===== config.mk =====
export PLATFORM = sky130hd
export DESIGN_NAME = software_timer_pool_core_flat
export DESIGN_NICKNAME = d
export VERILOG_FILES = /design/src/rtl/stp_pkg.sv /design/src/rtl/stp_if.sv /design/src/rtl/stp_datapath.sv /design/src/rtl/stp_ctrl.sv /design/src/rtl/software_timer_pool_core.sv /design/src/flat_wrapper.sv
export SDC_FILE = /design/constraint.sdc
export NUM_CORES = 2
export LEC_CHECK = 0
export ABC_AREA = 1
export BUFFER_PORTS_ARGS = -buffer_cell sky130_fd_sc_hd__buf_2
export CORE_ASPECT_RATIO = 0.9
export CORE_UTILIZATION = 57
export DETAILED_ROUTE_END_ITERATION = 10
export GPL_TIMING_DRIVEN = 0
export PLACE_DENSITY = 0.72
export SETUP_SLACK_MARGIN = 0.05
export SLEW_MARGIN = 5
export SYNTH_ARGS = -nofsm -noshare
export SYNTH_HDL_FRONTEND = slang
export SYNTH_SLANG_ARGS = --single-unit

===== constraint.sdc =====
create_clock -name clk_i -period 6.4 [get_ports clk_i]
set_clock_uncertainty 0.1 [all_clocks]
set_input_delay 1.28 -clock clk_i [delete_from_list [all_inputs] [get_ports clk_i]]
set_output_delay 1.28 -clock clk_i [all_outputs]
set_load 0.005 [all_outputs]

===== src/rtl/stp_pkg.sv =====
`default_nettype none
package stp_pkg;

  localparam int unsigned TimersDefault = 16;
  localparam int unsigned MaxResults    = 16;
  localparam int unsigned CntW          = $clog2(MaxResults + 1);

  typedef enum logic [1:0] {
    OpSet   = 2'd0,
    OpUnset = 2'd1,
    OpTick  = 2'd2,
    OpNone  = 2'd3
  } op_e;

  typedef enum logic [2:0] {
    KindSetDone   = 3'd0,
    KindSetFull   = 3'd1,
    KindUnsetDone = 3'd2,
    KindFired     = 3'd3,
    KindTickQuiet = 3'd4
  } kind_e;

  typedef struct packed {
    logic [15:0] event_id;
    logic [30:0] reload;
    logic [31:0] remaining;
    logic        rpt;
    logic        report;
  } slot_t;

  typedef struct packed {
    logic capture;
    logic idx_inc;
    logic set_try;
    logic mem_rd;
    logic eval;
    logic finish;
  } cmd_t;

  typedef struct packed {
    op_e  op;
    logic dt_zero;
    logic idx_last;
    logic slot_free;
    logic eval_stall;
    logic out_free;
  } sts_t;

endpackage
`default_nettype wire


===== src/rtl/stp_if.sv =====
`default_nettype none
interface stp_in_if;
  logic        valid;
  logic        ready;
  logic [1:0]  opcode;
  logic [15:0] event_id;
  logic [30:0] duration;
  logic        periodic;
  logic        report_enable;
  logic [30:0] elapsed;

  modport source (output valid, opcode, event_id, duration, periodic, report_enable, elapsed,
                  input ready);
  modport sink (input valid, opcode, event_id, duration, periodic, report_enable, elapsed,
                output ready);
endinterface

interface stp_out_if;
  logic        valid;
  logic        ready;
  logic [2:0]  kind;
  logic [15:0] fired_event;
  logic        last;

  modport source (output valid, kind, fired_event, last, input ready);
  modport sink (input valid, kind, fired_event, last, output ready);
endinterface
`default_nettype wire


===== src/rtl/stp_datapath.sv =====
`default_nettype none
module stp_datapath #(
  parameter int unsigned TIMERS = stp_pkg::TimersDefault
) (
  input  wire logic          clk_i,
  input  wire logic          rst_ni,
  input  wire stp_pkg::cmd_t cmd_i,
  output stp_pkg::sts_t      sts_o,
  input  wire logic [1:0]    in_opcode_i,
  input  wire logic [15:0]   in_event_id_i,
  input  wire logic [30:0]   in_duration_i,
  input  wire logic          in_periodic_i,
  input  wire logic          in_report_enable_i,
  input  wire logic [30:0]   in_elapsed_i,
  output logic               out_valid_o,
  input  wire logic          out_ready_i,
  output logic [2:0]         out_kind_o,
  output logic [15:0]        out_fired_event_o,
  output logic               out_last_o
);

  localparam int unsigned IdxW = (TIMERS > 1) ? $clog2(TIMERS) : 1;

  stp_pkg::op_e   op_q;
  logic [15:0]    ev_q;
  logic [30:0]    dur_q;
  logic           per_q;
  logic           rep_q;
  logic [30:0]    dt_q;

  logic [IdxW-1:0]          idx_q;
  logic [TIMERS-1:0]        active_q;
  logic                     set_ok_q;
  logic                     pend_q;
  logic [15:0]              pend_ev_q;
  logic [stp_pkg::CntW-1:0] cnt_q;

  stp_pkg::slot_t mem_q [TIMERS];
  stp_pkg::slot_t rd_q;
  stp_pkg::slot_t wdata;
  logic           mem_we;

  logic        out_valid_q;
  logic [2:0]  out_kind_q;
  logic [15:0] out_ev_q;
  logic        out_last_q;

  logic        act;
  logic [32:0] diff;
  logic        fire;
  logic        rep_fire;
  logic        out_free;
  logic        push;
  logic [2:0]  push_kind;
  logic [15:0] push_ev;
  logic        push_last;
  logic        clr_act;
  logic        set_act;

  assign act      = active_q[idx_q];
  assign diff     = {rd_q.remaining[31], rd_q.remaining} - {2'b00, dt_q};
  assign fire     = act && (diff[32] || (diff == '0));
  assign rep_fire = (op_q == stp_pkg::OpTick) && fire && rd_q.report &&
                    (cnt_q < stp_pkg::CntW'(stp_pkg::MaxResults));
  assign out_free = !out_valid_q || out_ready_i;

  always_comb begin
    mem_we  = 1'b0;
    wdata   = rd_q;
    clr_act = 1'b0;
    set_act = 1'b0;
    if (cmd_i.set_try && !act) begin
      mem_we  = 1'b1;
      set_act = 1'b1;
      wdata   = '{event_id: ev_q, reload: dur_q, remaining: {1'b0, dur_q},
                  rpt: per_q, report: rep_q};
    end else if (cmd_i.eval && act) begin
      if (op_q == stp_pkg::OpUnset) begin
        clr_act = (rd_q.event_id == ev_q);
      end else if (op_q == stp_pkg::OpTick) begin
        if (!fire) begin
          mem_we          = 1'b1;
          wdata.remaining = diff[31:0];
        end else if (rd_q.rpt) begin
          mem_we          = 1'b1;
          wdata.remaining = {1'b0, rd_q.reload};
        end else begin
          clr_act = 1'b1;
        end
      end
    end
  end

  always_comb begin
    push      = 1'b0;
    push_kind = stp_pkg::KindFired;
    push_ev   = pend_ev_q;
    push_last = 1'b0;
    if (cmd_i.eval && rep_fire && pend_q) begin
      push = 1'b1;
    end else if (cmd_i.finish) begin
      push      = 1'b1;
      push_last = 1'b1;
      push_ev   = '0;
      case (op_q)
        stp_pkg::OpSet:   push_kind = set_ok_q ? stp_pkg::KindSetDone : stp_pkg::KindSetFull;
        stp_pkg::OpUnset: push_kind = stp_pkg::KindUnsetDone;
        default: begin
          if (pend_q) begin
            push_kind = stp_pkg::KindFired;
            push_ev   = pend_ev_q;
          end else begin
            push_kind = stp_pkg::KindTickQuiet;
          end
        end
      endcase
    end
  end

  always_ff @(posedge clk_i) begin
    if (cmd_i.capture) begin
      op_q  <= stp_pkg::op_e'(in_opcode_i);
      ev_q  <= in_event_id_i;
      dur_q <= in_duration_i;
      per_q <= in_periodic_i;
      rep_q <= in_report_enable_i;
      dt_q  <= in_elapsed_i;
    end
    if (mem_we) mem_q[idx_q] <= wdata;
    if (cmd_i.mem_rd) rd_q <= mem_q[idx_q];
    if (cmd_i.eval && rep_fire) pend_ev_q <= rd_q.event_id;
    if (push) begin
      out_kind_q <= push_kind;
      out_ev_q   <= push_ev;
      out_last_q <= push_last;
    end
  end

  always_ff @(posedge clk_i or negedge rst_ni) begin
    if (!rst_ni) begin
      idx_q       <= '0;
      active_q    <= '0;
      set_ok_q    <= 1'b0;
      pend_q      <= 1'b0;
      cnt_q       <= '0;
      out_valid_q <= 1'b0;
    end else begin
      if (cmd_i.capture) begin
        idx_q    <= '0;
        set_ok_q <= 1'b0;
        pend_q   <= 1'b0;
        cnt_q    <= '0;
      end else if (cmd_i.idx_inc) begin
        idx_q <= idx_q + 1'b1;
      end
      if (set_act) begin
        active_q[idx_q] <= 1'b1;
        set_ok_q        <= 1'b1;
      end
      if (clr_act) active_q[idx_q] <= 1'b0;
      if (cmd_i.eval && rep_fire) begin
        pend_q <= 1'b1;
        cnt_q  <= cnt_q + 1'b1;
      end
      if (cmd_i.finish) pend_q <= 1'b0;
      if (push) begin
        out_valid_q <= 1'b1;
      end else if (out_ready_i) begin
        out_valid_q <= 1'b0;
      end
    end
  end

  assign sts_o.op         = op_q;
  assign sts_o.dt_zero    = (dt_q == '0);
  assign sts_o.idx_last   = (idx_q == IdxW'(TIMERS - 1));
  assign sts_o.slot_free  = !act;
  assign sts_o.eval_stall = rep_fire && pend_q && !out_free;
  assign sts_o.out_free   = out_free;

  assign out_valid_o       = out_valid_q;
  assign out_kind_o        = out_kind_q;
  assign out_fired_event_o = out_ev_q;
  assign out_last_o        = out_last_q;

endmodule
`default_nettype wire


===== src/rtl/stp_ctrl.sv =====
`default_nettype none
module stp_ctrl (
  input  wire logic          clk_i,
  input  wire logic          rst_ni,
  input  wire logic          in_valid_i,
  output logic               in_ready_o,
  input  wire stp_pkg::sts_t sts_i,
  output stp_pkg::cmd_t      cmd_o
);

  typedef enum logic [5:0] {
    StIdle   = 6'b000001,
    StDecode = 6'b000010,
    StSet    = 6'b000100,
    StRead   = 6'b001000,
    StEval   = 6'b010000,
    StFinish = 6'b100000
  } state_e;

  state_e state_q, state_d;

  assign in_ready_o = (state_q == StIdle);

  always_comb begin
    state_d = state_q;
    cmd_o   = '0;
    case (state_q)
      StIdle: begin
        if (in_valid_i) begin
          cmd_o.capture = 1'b1;
          state_d       = StDecode;
        end
      end
      StDecode: begin
        case (sts_i.op)
          stp_pkg::OpSet:   state_d = StSet;
          stp_pkg::OpUnset: state_d = StRead;
          stp_pkg::OpTick:  state_d = sts_i.dt_zero ? StFinish : StRead;
          default:          state_d = StIdle;
        endcase
      end
      StSet: begin
        cmd_o.set_try = 1'b1;
        if (sts_i.slot_free || sts_i.idx_last) begin
          state_d = StFinish;
        end else begin
          cmd_o.idx_inc = 1'b1;
        end
      end
      StRead: begin
        cmd_o.mem_rd = 1'b1;
        state_d      = StEval;
      end
      StEval: begin
        if (!sts_i.eval_stall) begin
          cmd_o.eval = 1'b1;
          if (sts_i.idx_last) begin
            state_d = StFinish;
          end else begin
            cmd_o.idx_inc = 1'b1;
            state_d       = StRead;
          end
        end
      end
      StFinish: begin
        if (sts_i.out_free) begin
          cmd_o.finish = 1'b1;
          state_d      = StIdle;
        end
      end
      default: state_d = StIdle;
    endcase
  end

  always_ff @(posedge clk_i or negedge rst_ni) begin
    if (!rst_ni) begin
      state_q <= StIdle;
    end else begin
      state_q <= state_d;
    end
  end

endmodule
`default_nettype wire


===== src/rtl/software_timer_pool_core.sv =====
// Pool of TIMERS countdown slots.
// in_i carries one command word: set (opcode 0), unset by event id (1) or
// tick by elapsed milliseconds (2); opcode 3 is dropped without a result.
// out_o returns result words: kind, fired_event, last. Set and unset give one
// word; a tick gives one fired word per reporting slot that expired, in slot
// order, with last on the final one, or a single quiet word.
// One word is taken at a time; in_i.ready is high only while idle.
// Set probes slots up to the first free one; unset and nonzero tick visit
// every slot with a read step and an update step on the single-port slot
// memory; a zero tick goes straight to the final result.
// The final result goes into the output register, so the next command can be
// taken while it waits. A stalled sink holds the output word and pauses the
// slot scan when a second fired word is ready.
// Reset empties every slot and clears the output valid flag; slot contents are
// written on set and need no clearing.
`default_nettype none
module software_timer_pool_core #(
  parameter int unsigned TIMERS = stp_pkg::TimersDefault
) (
  input wire logic  clk_i,
  input wire logic  rst_ni,
  stp_in_if.sink    in_i,
  stp_out_if.source out_o
);

  stp_pkg::cmd_t cmd;
  stp_pkg::sts_t sts;

  stp_ctrl u_ctrl (
    .clk_i      (clk_i),
    .rst_ni     (rst_ni),
    .in_valid_i (in_i.valid),
    .in_ready_o (in_i.ready),
    .sts_i      (sts),
    .cmd_o      (cmd)
  );

  stp_datapath #(
    .TIMERS (TIMERS)
  ) u_datapath (
    .clk_i              (clk_i),
    .rst_ni             (rst_ni),
    .cmd_i              (cmd),
    .sts_o              (sts),
    .in_opcode_i        (in_i.opcode),
    .in_event_id_i      (in_i.event_id),
    .in_duration_i      (in_i.duration),
    .in_periodic_i      (in_i.periodic),
    .in_report_enable_i (in_i.report_enable),
    .in_elapsed_i       (in_i.elapsed),
    .out_valid_o        (out_o.valid),
    .out_ready_i        (out_o.ready),
    .out_kind_o         (out_o.kind),
    .out_fired_event_o  (out_o.fired_event),
    .out_last_o         (out_o.last)
  );

endmodule
`default_nettype wire


===== src/flat_wrapper.sv =====
// flat-port wrapper written by rule: the top's interface ports become plain ports
module software_timer_pool_core_flat 
#(
  parameter int unsigned TIMERS = stp_pkg::TimersDefault
)
  (clk_i, rst_ni, in_i_valid, in_i_opcode, in_i_event_id, in_i_duration, in_i_periodic, in_i_report_enable, in_i_elapsed, in_i_ready, out_o_valid, out_o_kind, out_o_fired_event, out_o_last, out_o_ready);
  stp_in_if in_i_i ();
  stp_out_if out_o_i ();
  input wire logic clk_i;
  input wire logic rst_ni;
  input wire logic [$bits(in_i_i.valid)-1:0] in_i_valid;
  input wire logic [$bits(in_i_i.opcode)-1:0] in_i_opcode;
  input wire logic [$bits(in_i_i.event_id)-1:0] in_i_event_id;
  input wire logic [$bits(in_i_i.duration)-1:0] in_i_duration;
  input wire logic [$bits(in_i_i.periodic)-1:0] in_i_periodic;
  input wire logic [$bits(in_i_i.report_enable)-1:0] in_i_report_enable;
  input wire logic [$bits(in_i_i.elapsed)-1:0] in_i_elapsed;
  output wire logic [$bits(in_i_i.ready)-1:0] in_i_ready;
  output wire logic [$bits(out_o_i.valid)-1:0] out_o_valid;
  output wire logic [$bits(out_o_i.kind)-1:0] out_o_kind;
  output wire logic [$bits(out_o_i.fired_event)-1:0] out_o_fired_event;
  output wire logic [$bits(out_o_i.last)-1:0] out_o_last;
  input wire logic [$bits(out_o_i.ready)-1:0] out_o_ready;
  assign in_i_i.valid = in_i_valid;
  assign in_i_i.opcode = in_i_opcode;
  assign in_i_i.event_id = in_i_event_id;
  assign in_i_i.duration = in_i_duration;
  assign in_i_i.periodic = in_i_periodic;
  assign in_i_i.report_enable = in_i_report_enable;
  assign in_i_i.elapsed = in_i_elapsed;
  assign in_i_ready = in_i_i.ready;
  assign out_o_valid = out_o_i.valid;
  assign out_o_kind = out_o_i.kind;
  assign out_o_fired_event = out_o_i.fired_event;
  assign out_o_last = out_o_i.last;
  assign out_o_i.ready = out_o_ready;
  software_timer_pool_core #(.TIMERS(TIMERS)) u_core (.clk_i(clk_i), .rst_ni(rst_ni), .in_i(in_i_i), .out_o(out_o_i));
endmodule

### Yosys cells after proc, flatten, opt, wreduce, memory -nomap -nowiden

Memory sizes are Yosys's and may differ from the RTL's. A register that Yosys moved wholly into a read port is not among the register bits.
Cells that the tools add are included.

| storage, ports and cells | value |
|---|---|
| register bits | 152 |
| RAM bits | 1,296 |
| bits of input ports | 86 |
| output and inout port bits | 22 |
| word-level logic and storage cells | 138 |
| memories kept | 1 |

Memory list:

| name | words | width | read ports | clocked after Yosys merged registers in | wr ports | line | source |
|---|---|---|---|---|---|---|---|
| u_core.u_datapath.mem_q | 16 | 81 | 1 | 1 | 1 | stp_datapath.sv:38 | `stp_pkg::slot_t mem_q [TIMERS];` |

| operators by class | value |
|---|---|
| $add $sub $neg | 3 |
| order comparisons | 3 |
| equality and inequality tests | 14 |
| multiplexer cells | 68 |
| bitwise gates (word level) | 4 |
| reduce and logical (&&, ||, !) cells | 28 |

Operators with widths:

| operator | count |
|---|---|
| 32-bit 2-to-1 mux | 6 |
| 16-bit 2-to-1 mux | 6 |
| 47-bit 2-to-1 mux | 1 |
| 1-bit 2-to-1 mux | 37 |
| 6-bit 2-to-1 mux | 6 |
| 6-bit case mux with 6 select lines | 1 |
| 33-bit zero test | 1 |
| 32-bit by 32-bit subtractor with 33-bit output | 1 |
| 31-bit zero test | 1 |
| 6-bit case mux with 3 select lines | 1 |
| 16-bit AND | 1 |
| 16-bit == test | 1 |
| 16-bit inverter | 1 |
| 16-bit OR | 1 |
| 1-bit logical AND | 11 |
| 5-bit 2-to-1 mux | 2 |
| 4-bit 2-to-1 mux | 2 |
| 2-bit inequality test (second input constant) | 4 |
| 2-bit nonzero test | 4 |
| 6-bit by 1-bit == test with 1-bit output (second input constant) | 1 |
| 6-bit by 2-bit == test with 1-bit output (second input constant) | 1 |
| 6-bit by 3-bit == test with 1-bit output (second input constant) | 1 |
| 6-bit by 4-bit == test with 1-bit output (second input constant) | 1 |
| 6-bit by 5-bit == test with 1-bit output (second input constant) | 1 |
| other kinds (22) | 27 |

### Depth between registers and ports, before layout

| depth | value |
|---|---|
| depth in word-level cells | 16 |
| depth in mapped cells | 28 |
| mapped depth without buffers | 27 |

### Hierarchy

A second synthesis with hierarchy kept.

| unflattened totals | value |
|---|---|
| cells, all modules | 5,312 |
| area, all modules | 62,996.7 um2 |

Modules (own cells, without submodules):

| module | times used | cells an instance | area each (um2) |
|---|---|---|---|
| stp_datapath | 1 | 5,243 | 62,522.5 |
| stp_ctrl | 1 | 69 | 474.2 |

### Worst setup path after synthesis

Ideal clock, no wire load.

| timing path | value |
|---|---|
| path kind | flip-flop to flip-flop |
| start point | register u_core.u_datapath.dt_q[0] |
| end point | memory u_core.u_datapath.mem_q[12][0] in the netlist's numbering (enable) |
| data arrival time | 5.992 ns |
| required time | 5.778 ns |
| slack | -0.214 ns |
| cell stages (with the launch flop) | 19 |
| path buffers | 1 |
| clock period less this slack | 6.614 ns |
| cells stage by stage | edfxtp_1 > ha_1 > fa_1 > inv_1 > nand3_1 > nand3_2 > nand3_1 > nand3_1 > nand2_1 > nand2_1 > nand4_1 > a21oi_1 > nand2_4 > nand4_4 > nand3_4 > nor2_2 > nor2_4 > buf_6 > nor2_1 |

| between the ends | value |
|---|---|
| word-level cells in the longest chain between the ends | 16 |
| elaborated cells between the ends (all ways) | 19 |
| classes of those cells | add/sub: 1; mux: 9; reduce/logical: 9 |

RTL lines:

| item | line | source |
|---|---|---|
| start, declared | stp_datapath.sv:29 | `logic [30:0] dt_q;` |
| start signal, assigned | stp_datapath.sv:127 | `dt_q <= in_elapsed_i;` |
| 32-bit by 32-bit subtractor with 33-bit output * | stp_datapath.sv:61 | `assign diff = {rd_q.remaining[31], rd_q.remaining} - {2'b00, dt_q};` |
| 33-bit zero test | stp_datapath.sv:62 | `assign fire = act && (diff[32] \|\| (diff == '0));` |
| 1-bit logical OR * | stp_datapath.sv:62 |  |
| 1-bit logical AND * | stp_datapath.sv:62 |  |
| 1-bit logical AND (3 in series) | stp_datapath.sv:63 | `assign rep_fire = (op_q == stp_pkg::OpTick) && fire && rd_q.report &&` |
| 1-bit logical AND (2 in series) | stp_datapath.sv:178 | `assign sts_o.eval_stall = rep_fire && pend_q && !out_free;` |
| 1-bit 2-to-1 mux | stp_ctrl.sv:55 | `if (!sts_i.eval_stall) begin` |
| 1-bit 2-to-1 mux | stp_ctrl.sv:27 | `case (state_q)` |
| 1-bit logical AND | stp_datapath.sv:77 | `end else if (cmd_i.eval && act) begin` |
| 1-bit 2-to-1 mux * | stp_datapath.sv:77 |  |
| 1-bit 2-to-1 mux * | stp_datapath.sv:72 | `if (cmd_i.set_try && !act) begin` |
| 1-bit 2-to-1 mux * | stp_datapath.sv:129 | `if (mem_we) mem_q[idx_q] <= wdata;` |
| 1-bit 2-to-1 mux (not written as such) * | stp_datapath.sv:129 |  |
| end, declared | stp_datapath.sv:38 |  |

Every way passes the cells marked *; elsewhere a longest branch is shown, timed or not.

### Worst setup path after layout

| timing path | value |
|---|---|
| start point | register u_core.u_datapath.idx_q[0] |
| end point | memory u_core.u_datapath.mem_q[0][64] in the netlist's numbering (enable) |

| between the ends | value |
|---|---|
| word-level cells in the longest chain between the ends | 15 |
| elaborated cells between the ends (all ways) | 20 |
| classes of those cells | mux: 11; reduce/logical: 9 |

RTL lines:

| item | line | source |
|---|---|---|
| start, declared | stp_datapath.sv:31 | `logic [IdxW-1:0] idx_q;` |
| start signal, assigned | stp_datapath.sv:154 | `idx_q <= idx_q + 1'b1;` |
| 1-bit binary-select mux with 4-bit select | stp_datapath.sv:60 | `assign act = active_q[idx_q];` |
| 1-bit 2-to-1 mux (not written as such) | stp_datapath.sv:60 |  |
| 1-bit logical AND | stp_datapath.sv:62 |  |
| 1-bit logical AND (3 in series) | stp_datapath.sv:63 |  |
| 1-bit logical AND (2 in series) | stp_datapath.sv:178 |  |
| 1-bit 2-to-1 mux | stp_ctrl.sv:55 |  |
| 1-bit 2-to-1 mux | stp_ctrl.sv:27 |  |
| 1-bit logical AND | stp_datapath.sv:77 |  |
| 1-bit 2-to-1 mux | stp_datapath.sv:77 |  |
| 1-bit 2-to-1 mux | stp_datapath.sv:72 |  |
| 1-bit 2-to-1 mux | stp_datapath.sv:129 |  |
| 1-bit 2-to-1 mux (not written as such) | stp_datapath.sv:129 |  |

Several ways; a longest one is shown, not always the timed one. The select of a mux whose other input is x is not followed.

==> results by group <==
Global route
  – Vias in the first global route: 41400
  – GRT overflow: 0
  – Tot GR Track Use: 0.345
  – First-pass GRT wire length: about 280000 um
  – Largest net degree at the start of global routing: 59
  – Initial antenna violation count: 11

Outcome
  – Failing checks: capacitance limit, slew limit
  – Status: finished, violations left

Critical path
  – Critical Path Max Stage Delay: around 1000 ps
  – Most frequent CP cell: buf_2
  – CP required: 6760 ps
  – Crit path buf inv count: 10
  – CP delay by family, top: buffers and inverters
  – Crit path max fanout: 27
  – Crit path capture type: flop
  – R2r setup slk: 320 ps
  – Worst Path Arrival: 6440 ps
  – CP cell instances: buf_2, buf_2, buf_2, clkbuf_1, inv_1, buf_2, clkbuf_1, buf_2, ha_1, nand2_1, nor2_4, buf_12, buf_12
  – Slowest CP cell: clkbuf_1
  – CP Class: flop to flop
  – Startpoint type of the worst setup path: flop

Place
  – Pre-CTS setup slack: between 500 and 600 ps
  – PortBufs: 107
  – DP HPWL: between 100000 and 150000 um
  – Placed cell areas: 66900 um^2
  – Gp weighted congestion: about 0.97

Route
  – ANT nets after route: 0
  – Mean routed wirelength per cell: about 27 um
  – Via count: between 40000 and 50000
  – Pre-Repair DR Iteration Count: 9
  – DRC: 0
  – Vias per cell: 6.24
  – 1st-iter DRT viols: 7459
  – Post-Route WL: 195000 um

Logic synthesis
  – Mapped Cells: 5294
  – Ys flop type: edfxtp_1
  – Top-area cell type share of the netlist area: 0.714
  – Syn nets: roughly 5400
  – Seq cells post-synth: ~1500
  – Post-Syn Area: 62900 um^2
  – Mapped Avg Cell Area: approximately 12 um^2
  – Ranking of synthesized cells by area: edfxtp_1, o21ai_0, nand2_1
  – Yosys top cell by area: edfxtp_1
  – Synth warn: 0
  – Post-synth ARST share: 0.0222
  – Post-synth EDFFs: ~1500
  – Sequential fraction of the synthesis area: 0.728
  – Synth cell types: between 40 and 50

Clock tree
  – TritonCTS clock tree: yes
  – Sinks on Clock Net: approximately 1500
  – CTS Hold Buffers Added: 0
  – Clk root buf: clkbuf_16
  – Clock Tree Buf Depth: 3
  – H-tree depth: 4
  – Clock Latency Late Sink: 790 ps
  – Clk pin slew, worst setup/hold paths: 60 ps
  – CTS Buf Count: 150
  – CTS resizes: 0
  – Post-CTS setup buffer count: 0

Final layout
  – Post-layout nets: between 5000 and 6000
  – Final instance area: 71500 um^2
  – Share of post-route cells with drive strength above 1: 0.0869
  – Final core utilization: 0.654
  – Layout area overhead: 13.7%

Floorplanning
  – Initial Utilization: 0.575
  – Site Rows: between 100 and 150
  – Die width: 352 um
  – Core area: between 100000 and 150000 um^2
  – Die Y: 317 um
  – Die area: about 110000 um^2
  – Num ports: 108

STA
  – Minimum clock period: 6080 ps
  – Worst slew margin: -0.0168
  – Unrepaired setup endpoints after global routing: false
  – Final worst setup slack: roughly 320 ps
  – Final hold vios: 0
  – Final number of setup-violating endpoints: 0
  – Final Cycle Share: 0.950
  – Setup TNS: 0 ps
  – WHS: ~350 ps
  – Slew Viols, Final: 11
  – FMAX: 164 MHz
  – Worst slew pin tran: 1530 ps

Power
  – P per Cell Area: 343 nW/um^2
  – Max VDD drop: approximately 0.25 mV
  – Leakage: roughly 25 nW

Flow run
  – # Max-Cap Violations: 1

Min path
  – Hold WC Path Type: flop to flop
## metrics by stage
step           instances  power (mW)
2_1_floorplan       5294        14.3
3_3_place_gp        6863        16.0
3_5_place_dp        6957        16.1
4_1_cts             7230        24.3
5_1_grt             7231        25.2
6_report            7233        24.5
## placed cells by master, fill, tap and decap left out, types with 4 or more instances in the layout
master     count
edfxtp_1    1495
nand2_1      970
nor2_1       751
o21ai_0      708
o22ai_1      326
clkbuf_1     277
inv_1        262
clkbuf_16    156
buf_2        138
nand3_1      112
nand4_1      100
buf_12        45
o21ai_1       41
buf_4         39
clkinv_1      37
ha_1          36
dfrtp_1       33
a21oi_1       27
clkinv_2      26
nor2_4        18
buf_1         16
xnor2_1       15
o21a_1        15
inv_2         12
buf_16        12
nor4_1        11
o21bai_1      10
clkbuf_2       8
xor2_1         7
nor3_1         6
buf_6          6
inv_6          5
bufinv_16      5
nand3_2        4
## Yosys cell counts, types with 3 or more instances
cell type and instances:
nand3_1 112, dfrtp_1 33, nand4_1 100, xor2_1 7
nand2_2 3, o21a_1 15, inv_2 12, nand2_4 3
o21bai_1 10, xnor2_1 15, ha_1 36, nor4_1 11
edfxtp_1 1495, nand2_1 970, clkbuf_1 246, a21oi_1 28
nand3_2 4, nor3_1 6, nor2_1 767, buf_2 31
o22ai_1 326, inv_1 264, o21ai_0 749, buf_4 3
or2_2 3, buf_1 16, buf_6 5
## worst paths after layout
kind / start / to / cells after the start
worst max-delay path: u_core.u_datapath.idx_q[0]$_DFFE_PN0P_ / u_core.u_datapath.mem_q[0][64]$_DFFE_PP_ / 13
worst min-delay path: u_core.u_datapath.rd_q[70]$_DFFE_PN_ / u_core.u_datapath.pend_ev_q[5]$_DFFE_PP_ / 0
worst max register to register: u_core.u_datapath.idx_q[0]$_DFFE_PN0P_ / u_core.u_datapath.mem_q[0][64]$_DFFE_PP_ / 13
worst min register to register: u_core.u_datapath.rd_q[70]$_DFFE_PN_ / u_core.u_datapath.pend_ev_q[5]$_DFFE_PP_ / 0
max in group asynchronous: rst_ni / u_core.u_ctrl.state_q[3]$_DFFE_PN0P_ / 1
min in group asynchronous: rst_ni / u_core.u_datapath.active_q[3]$_DFF_PN0_ / 1
## area by class of cell
| cell class | count | area (um^2) |
|---|---|---|
| antenna | 3 | 7.51 |
| buffer | 301 | 1230 |
| clock buffer | 195 | 4050 |
| clock inverter | 78 | 548 |
| fill | 7915 | 37800 |
| inverter | 279 | 1050 |
| multi-input combinational | 3185 | 15000 |
| sequential | 1529 | 45700 |
| tap | 1462 | 1830 |
| timing repair buffer | 201 | 2050 |
## layer usage
| metal | share of wire | track usage |
|---|---|---|
| met1 | 0.38 | 0.491 |
| met2 | 0.42 | 0.497 |
| met3 | 0.16 | 0.116 |
| met4 | 0.037 | 0.125 |
| met5 | 0.000056 | 0 |
## cell families after synthesis
family | count (synthesis) | synth area share
fa+ha+maj | 37 | 0.00748
flops | 1529 | 0.728
xor+xnor | 22 | 0.00306
simple gates | 1991 | 0.128
compound gates | 1135 | 0.0981
buf+inv | 580 | 0.0361
## sequential cells by signal, summed over array words and instances (netlist names), 2 cells and up, named ones only
signal and flops:
u_core.u_datapath.rd_q 81, u_core.u_datapath.mem_q 1296, u_core.u_datapath.pend_ev_q 16, u_core.u_datapath.ev_q 16
u_core.u_datapath.out_fired_event_o 16, u_core.u_datapath.out_kind_o 3, u_core.u_datapath.active_q 15, u_core.u_datapath.dur_q 31
u_core.u_datapath.dt_q 31, u_core.u_ctrl.state_q 6, u_core.u_datapath.op_q 2, u_core.u_datapath.cnt_q 5
u_core.u_datapath.idx_q 4
## power by group
| group | total [mW] | switching [mW] | internal [mW] | leakage [nW] |
|---|---|---|---|---|
| logic | 4.53 | 3.43 | 1.10 | 9.15 |
| clock network | 8.44 | 3.77 | 4.67 | 2.25 |
| registers | 11.5 | 0.137 | 11.4 | 13.9 |
Note: power is estimated with default switching activity, not from simulation.
